**src/life_grid_stepper_macros.svh**
```systemverilog
// ----------------------------------------------------------------------------
// Life grid stepper assertion macros
// Shared concurrent assertion forms for the grid stepper RTL.
// ----------------------------------------------------------------------------
`ifndef LIFE_GRID_STEPPER_MACROS_SVH
`define LIFE_GRID_STEPPER_MACROS_SVH

// condition must hold on every clock edge outside reset
`define LGS_ASSERT_HOLD(label, clk, rst, cond, msg) \
   label: assert property (@(posedge clk) disable iff (rst) (cond)) else $error(msg);

// consequent must hold in the same cycle as the antecedent
`define LGS_ASSERT_IMPL(label, clk, rst, ante, cons, msg) \
   label: assert property (@(posedge clk) disable iff (rst) (ante) |-> (cons)) \
      else $error(msg);

// consequent must hold in the cycle after the antecedent
`define LGS_ASSERT_NEXT(label, clk, rst, ante, cons, msg) \
   label: assert property (@(posedge clk) disable iff (rst) (ante) |=> (cons)) \
      else $error(msg);

`endif

```
**src/lgs_pkg.sv**
```systemverilog
// ----------------------------------------------------------------------------
// Life grid stepper package
// Field widths, mode and register codes, rule constants, state and
// window control types shared by the grid stepper modules.
// ----------------------------------------------------------------------------
package lgs_pkg;

   localparam int MODE_W    = 2;
   localparam int ROWF_W    = 7;
   localparam int COLF_W    = 7;
   localparam int CFG_W     = 8;
   localparam int CSR_IDX_W = 2;
   localparam int NBR_CNT_W = 4;

   localparam int NEIGHBOR_COUNT = 8;

   localparam logic [NBR_CNT_W-1:0] SURVIVE_COUNT = 4'd2;
   localparam logic [NBR_CNT_W-1:0] BIRTH_COUNT   = 4'd3;

   localparam logic [MODE_W-1:0] MODE_WRITE = 2'd0;
   localparam logic [MODE_W-1:0] MODE_READ  = 2'd1;
   localparam logic [MODE_W-1:0] MODE_STEP  = 2'd2;

   localparam logic [CSR_IDX_W-1:0] REG_ROWS = 2'd0;
   localparam logic [CSR_IDX_W-1:0] REG_COLS = 2'd1;

   localparam logic [CFG_W-1:0] RESET_LIMIT = 8'd100;

   typedef enum logic [7:0] {
      S_CLEAR = 8'b0000_0001,
      S_IDLE  = 8'b0000_0010,
      S_CELL  = 8'b0000_0100,
      S_FETCH = 8'b0000_1000,
      S_SHIFT = 8'b0001_0000,
      S_COLS  = 8'b0010_0000,
      S_WRITE = 8'b0100_0000,
      S_DONE  = 8'b1000_0000
   } state_type;

   typedef struct packed {
      logic clear;
      logic load;
      logic load_live;
      logic advance;
      logic col_last;
      logic keep;
   } win_ctrl_type;

endpackage

```
**src/lgs_cell_rule.sv**
```systemverilog
// ----------------------------------------------------------------------------
// Cell rule unit
// Counts the eight neighbors of one cell and applies the B3/S23 rule.
// ----------------------------------------------------------------------------
module lgs_cell_rule (
   input  logic                                center,
   input  logic [lgs_pkg::NEIGHBOR_COUNT-1:0]  neighbors,
   output logic                                alive
);

   logic [lgs_pkg::NBR_CNT_W-1:0] count;

   always_comb begin
      count = '0;
      for (int i = 0; i < lgs_pkg::NEIGHBOR_COUNT; i++) begin
         count = count + lgs_pkg::NBR_CNT_W'(neighbors[i]);
      end
      alive = (count == lgs_pkg::BIRTH_COUNT) ||
              (center && (count == lgs_pkg::SURVIVE_COUNT));
   end

endmodule

```
**src/lgs_row_window.sv**
```systemverilog
// ----------------------------------------------------------------------------
// Row window
// Holds the rows above, at and below the row being built, rotates them past
// the shared rule unit one column per cycle while advance is set, and collects the new row.
// ----------------------------------------------------------------------------
module lgs_row_window #(
   parameter int MAX_COLS = 128,
   parameter int LIM_CW   = 8
) (
   input  logic                  clock,
   input  lgs_pkg::win_ctrl_type ctrl,
   input  logic [MAX_COLS-1:0]   load_row,
   input  logic [LIM_CW-1:0]     cols_eff,
   output logic [MAX_COLS-1:0]   new_row
);

   logic [MAX_COLS-1:0] above_ff;
   logic [MAX_COLS-1:0] mid_ff;
   logic [MAX_COLS-1:0] below_ff;
   logic [2:0]          left_ff;
   logic [MAX_COLS-1:0] new_row_ff;
   logic [MAX_COLS-1:0] col_mask;
   logic [MAX_COLS-1:0] masked_row;
   logic [2:0]          right;
   logic                born;

   always_comb begin
      for (int i = 0; i < MAX_COLS; i++) begin
         col_mask[i] = (32'(i) < 32'(cols_eff));
      end
      masked_row = ctrl.load_live ? (load_row & col_mask) : '0;
      right = ctrl.col_last ? 3'b000 : {above_ff[1], mid_ff[1], below_ff[1]};
   end

   lgs_cell_rule u_rule (
      .center    (mid_ff[0]),
      .neighbors ({left_ff, above_ff[0], below_ff[0], right}),
      .alive     (born)
   );

   always_ff @(posedge clock) begin
      if (ctrl.clear) begin
         above_ff <= '0;
         mid_ff   <= '0;
         below_ff <= '0;
         left_ff  <= '0;
      end else if (ctrl.load) begin
         above_ff <= mid_ff;
         mid_ff   <= below_ff;
         below_ff <= masked_row;
         left_ff  <= '0;
      end else if (ctrl.advance) begin
         above_ff   <= {above_ff[0], above_ff[MAX_COLS-1:1]};
         mid_ff     <= {mid_ff[0], mid_ff[MAX_COLS-1:1]};
         below_ff   <= {below_ff[0], below_ff[MAX_COLS-1:1]};
         left_ff    <= {above_ff[0], mid_ff[0], below_ff[0]};
         new_row_ff <= {born & ctrl.keep, new_row_ff[MAX_COLS-1:1]};
      end
   end

   assign new_row = new_row_ff;

endmodule

```
**config.mk**
```make
export PLATFORM = sky130hd
export DESIGN_NAME = lgs_row_window
export DESIGN_NICKNAME = d
export VERILOG_FILES = /design/src/life_grid_stepper_macros.svh /design/src/lgs_pkg.sv /design/src/lgs_cell_rule.sv /design/src/lgs_row_window.sv
export SDC_FILE = /design/constraint.sdc
export NUM_CORES = 1
export LEC_CHECK = 0
export BUFFER_PORTS_ARGS = -buffer_cell sky130_fd_sc_hd__buf_2
export CORE_UTILIZATION = 35
export CTS_BUF_LIST = sky130_fd_sc_hd__clkbuf_8 sky130_fd_sc_hd__clkbuf_16
export DETAILED_ROUTE_END_ITERATION = 16
export PLACE_DENSITY = 0.56
export SETUP_SLACK_MARGIN = 0.05
export SYNTH_ARGS = -nofsm -noshare
export SYNTH_HDL_FRONTEND = slang
export SYNTH_SLANG_ARGS = --single-unit
```
**constraint.sdc**
```tcl
create_clock -name clock -period 9.8 [get_ports clock]
set_input_delay 0.98 -clock clock [delete_from_list [all_inputs] [get_ports clock]]
set_output_delay 0.98 -clock clock [all_outputs]
set_load 0.01 [all_outputs]
```
# Word-level counts from Yosys, hierarchy flattened
# Index checks and enable logic that the tools add are counted.
dict set report totals {
  regBits 515
  word_cells 159
}
dict set report op_classes {
  n_addsub 7
  n_lt_le_gt_ge 128
  n_eq_ne 2
  n_reduce_logical 5
  mux 8
  bitwise_logic 4
}
# operator count
set ops {}
lappend ops {{2-to-1 mux 128 bit} 7}
lappend ops {{< comparator 7 x 8 -> 1 bit, first input constant} 64}
lappend ops {{< comparator 6 x 8 -> 1 bit, first input constant} 32}
lappend ops {{bitwise AND 128 bit} 1}
lappend ops {{< comparator 5 x 8 -> 1 bit, first input constant} 16}
lappend ops {{< comparator 4 x 8 -> 1 bit, first input constant} 8}
lappend ops {{< comparator 3 x 8 -> 1 bit, first input constant} 4}
lappend ops {{adder 4 x 1 -> 4 bit} 6}
lappend ops {{< comparator 1 x 8 -> 1 bit, first input constant} 2}
lappend ops {{< comparator 2 x 8 -> 1 bit, first input constant} 2}
lappend ops {{equality test 4 x 2 -> 1 bit, second input constant} 2}
lappend ops {{2-to-1 mux 3 bit} 1}
lappend ops {{AND reduction 3 bit} 1}
lappend ops {{adder 1 x 1 -> 2 bit} 1}
lappend ops {{inverter 1 bit} 2}
lappend ops {{nonzero test 2 bit} 1}
lappend ops {{OR reduction 2 bit} 1}
lappend ops {{bitwise AND 1 bit} 1}
lappend ops {{logical AND 1 bit} 1}
lappend ops {{logical OR 1 bit} 1}

# Longest topological paths before layout
dict set report logic_depth {
  ltp_word 12
  mapped_depth 12
}

# Modules after synthesis
# Synthesis repeated with hierarchy kept, for this count alone.
dict set report hier_totals {
  hier_cells 2331
  hier_area_um2 22394.0
}
# mod area_per_inst_um2 seq_area_each_um2 cells_each n_inst
set modules_own_cells {}
lappend modules_own_cells {lgs_row_window 22208.8 11591.1 2308 1}
lappend modules_own_cells {lgs_cell_rule 185.2 0.0 23 1}

# Worst setup path before layout
# Ideal clock, no wire load.
dict set report synth_path {
  kind {input-to-reg}
  from {input port ctrl[5] (netlist name)}
  to {register new_row_ff[0] (netlist: new_row[0]), enable pin}
  cell_stages 4
  slack_ns 2.196
  path_buffers 2
  t_required_ns 9.183
  arrival_time_ns 6.987
  path_cell_list {clkbuf_1 > or2_2 > clkbuf_1 > nor2_1}
}
dict set report synth_between {
  elab_chain_len 2
}
# element line
set synth_rtl {}
lappend synth_rtl {{start: declaration} lgs_row_window.sv:11} ;# input lgs_pkg::win_ctrl_type ctrl,
lappend synth_rtl {{inverter 1 bit (no source line)} n/a}
lappend synth_rtl {{AND reduction 3 bit (no source line)} n/a}
lappend synth_rtl {{end signal: assignment} lgs_row_window.sv:57} ;# new_row_ff <= {born & ctrl.keep, new_row_ff[MAX_COLS-1:1]};
lappend synth_rtl {{end: declaration} lgs_row_window.sv:21} ;# logic [MAX_COLS-1:0] new_row_ff;
# Every way passes these cells.
# A chain may end at the register's enable or synchronous reset.

# Final worst setup path
dict set report layout_path {
  from {input port ctrl[2] (netlist name)}
  to {register new_row_ff[67] (netlist: new_row[67]), enable pin}
}
dict set report layout_between {
  elab_chain_len 1
}
# element
set layout_rtl {}
lappend layout_rtl {{AND reduction 3 bit (no source line)}}
# Every way passes these cells.

==> summary.txt <==
Outcome
  – Run status: finished clean

STA
  – Worst slew margin: 23.38%
  – Final setup margin: 6000 ps
  – Period utilization: 38.78%
  – Final Skew: 24.42 ps
  – Fin Setup TNS: 0 ps
  – RSZ-0062 raised after global routing: no
  – Hold WS: 436.7 ps
  – Worst Tran Pin Value: 1147 ps
  – Fin crit period: 3800 ps
  – Setup-failing EPs final: 0
  – Max Slew Vio Count: 0
  – Fmax: 0.2631 GHz
  – Endpoints failing hold: 0

Synthesis
  – Syn Area/Cell: 9.580 um^2
  – Synth Flop Type: dfxtp_1
  – Area leader, netlist: dfxtp_1
  – Cell Area, Synth: 0.02270 mm^2
  – EDFF count, synth: 128
  – Largest cells by area after synthesis: dfxtp_1 34%, edfxtp_1 17%, mux2_2 13%, nand2_1 8.8%, a21oi_1 5.7%
  – Post-synthesis mux area share: 13.29%
  – Largest family of logic cells by synthesized area: compound AO/OA/AOI/OAI gates
  – Synth Area in Simple Gates: 12.67%
  – Compound-gate portion of the synthesized area: 17.88%
  – Adder-cell share of the synthesized area: 0.5182%
  – Syn_nets: 2519
  – Register area share after synthesis: 51.07%
  – Ys Warns: 0
  – XOR/XNOR Fraction of Synth Area: 0%
  – Mapped Cells: 2369
  – Share of the synthesized area in the top cell type: 34.14%
  – Count of different cell masters after synthesis: 61
  – Share of synthesized flip-flops with an asynchronous set or reset: 0%
  – Yosys reg bits: 515

Power and ir drop
  – Clock power frac: 43.7%
  – Int Pwr: 3.580 mW
  – Combinational power share: 8.2%
  – Power per cell area: 182.5 mW/mm^2
  – Share of power burned in registers: 48.1%
  – VDD IR max: 0.0001362 V
  – LEAKAGE: 9.523 nW
  – Pwr Total: 4.762 mW
  – Net switching power: 1.182 mW
  – Sw Ratio: 24.82%

Detailed routing
  – DRT Wirelength: 63.84 mm
  – Routed len/inst: 18.85 um
  – Iteration-0 DRC Markers: 1353
  – Via-per-instance ratio: 5.264
  – Vias: 17825
  – Detailed Routing Iterations Pass 1: 6
  – DRC Markers: 0
  – Post-route ant nets: 0

Die
  – Io pins: 271
  – Core area: 0.06354 mm^2
  – Die height: 256.6 um
  – Num rows: 92
  – Die Footprint: 0.06587 mm^2
  – Initial Util: 35.72%
  – Die width: 256.6 um

Final layout
  – Most common cell after layout, fill and taps aside: nand2_1
  – Antenna Cells: 0
  – Non-filler cells, final: 3386
  – Post-layout instance area: 0.02610 mm^2
  – Most frequent cells in the layout: 533 x nand2_1, 387 x dfxtp_1, 267 x buf_2, 260 x a21oi_1, 258 x mux2_2
  – FILL cells: 6315
  – Share of post-route cells with drive strength above 1: 25.83%
  – Nets: 2644
  – Layout Utilization: 41.07%
  – Area added between synthesis and finish: 14.99%

Critical path
  – Critical Path Source Type: input port
  – CP required: 10010 ps
  – Setup crit end kind: flip-flop
  – Reg2reg setup slack: 6570 ps
  – WS Path Type: input port to flip-flop
  – Crit Path Max Fanout: 94
  – WP data arrival: 4010 ps

Place
  – Placed inst area: 0.02428 mm^2
  – IO buf count: 270
  – GPL Wtd Cong: 0.8095
  – Worst setup slack after placement: 5342 ps
  – HPWL after detailed placement: 39.15 mm
  – Dpl cells: 3283

Clock tree
  – H-tree levels: 2
  – CTS tree: built
  – Worst-Skew Late Latency: 620 ps
  – Hold-fix buffers, CTS: 0
  – Post-CTS sizing: 0
  – Post-CTS Setup Repair Bufs: 0
  – Clock sinks: 515
  – Clock Pin Slew Worst Setup and Hold Paths: 60 ps
  – Clock Tree Buf Depth: 3
  – Clock root buffer: clkbuf_16
  – CTS buffer count: 55

Flow run
  – Number of max-cap violations: 0

GRT
  – GR Util All Layers: 18.84%
  – Vias in the first global route: 16831
  – Initial antenna violation count: 6
  – Largest net degree at the start of global routing: 206
  – First-pass GRT wire length: 98.73 mm
  – GRT Residual Overflow: 0

Hold path
  – Hold Path Class: flip-flop to flip-flop
power groups by stage:
stage	sequential (mW)	clock (mW)	combinational, mW
floorplan	2.33	0	0.261
global placement	2.33	0	0.385
detailed placement	2.34	0	0.390
CTS	2.29	2.13	0.391
global route	2.30	2.21	0.426
finish	2.29	2.08	0.391
per-layer routing:
metal,vias to the layer above,wire length [um],global-route usage (%)
met5,-,32,0
met4,4,1779,6.300
met3,105,4652,4.152
met2,573,28090,28.66
met1,8471,29290,26.28
li1,8672,-,-
registers in the layout, summed over array words and instances, names as in the netlist:
register and cells:
above_ff 128, left_ff 3, mid_ff 128, below_ff 128, new_row 128
worst paths after layout:
kind               startpoint      endpoint  depth (start not counted)
setup reg to reg  below_ff[1]  new_row[127]                         10
setup / recovery      ctrl[2]   new_row[67]                          5
hold reg to reg   new_row[64]   new_row[63]                          0
hold / removal    new_row[64]   new_row[63]                          0
synth_stat cells (3+ instances only):
cell type    n
a211oi_1   106
a21o_1       3
a21oi_1    260
a221oi_1     5
a22oi_1     15
a32oi_1      6
and2_1       3
buf_1        5
buf_2       75
buf_4       11
buf_6        6
clkbuf_1   119
dfxtp_1    387
edfxtp_1   128
fa_1         4
ha_1         3
inv_1        9
mux2_2     258
mux2i_1     11
nand2_1    533
nand2b_1    26
nand3_1      7
nand4bb_1    3
nor2_1     109
nor2b_1      3
nor4_1       7
o2111ai_1   40
o211ai_1    36
o211ai_2     9
o21a_1       4
o21ai_0    106
o21bai_1    12
o221ai_1    11
o22ai_1      8
o311ai_1     3
or2_2        3
or3_1        3
critical path, cell delays in order:
cell and delay [ps]:
buf_8 350, inv_2 50, buf_4 430, nor2_4 1020, buf_4 910
kinds of logic (layout without fill, tap and decap cells):
| family | Yosys count | after routing |
|---|---|---|
| buf+inv | 228 | 399 |
| compound gates | 640 | 640 |
| mux | 269 | 269 |
| simple gates | 710 | 710 |
| fa+ha+maj | 7 | 7 |
| flops | 515 | 515 |
cell type report:
class / count / area (um^2) / share of cell area [%]
sequential: 515 / 11590 / 44.41
multi-input combinational: 1626 / 10080 / 38.62
clock buffer: 64 / 1511 / 5.792
timing repair buffer: 285 / 1505 / 5.768
tap: 846 / 1059 / 4.056
clock inverter: 39 / 304.0 / 1.165
inverter: 11 / 48.80 / 0.1870
(Power assumes the default switching activity.)
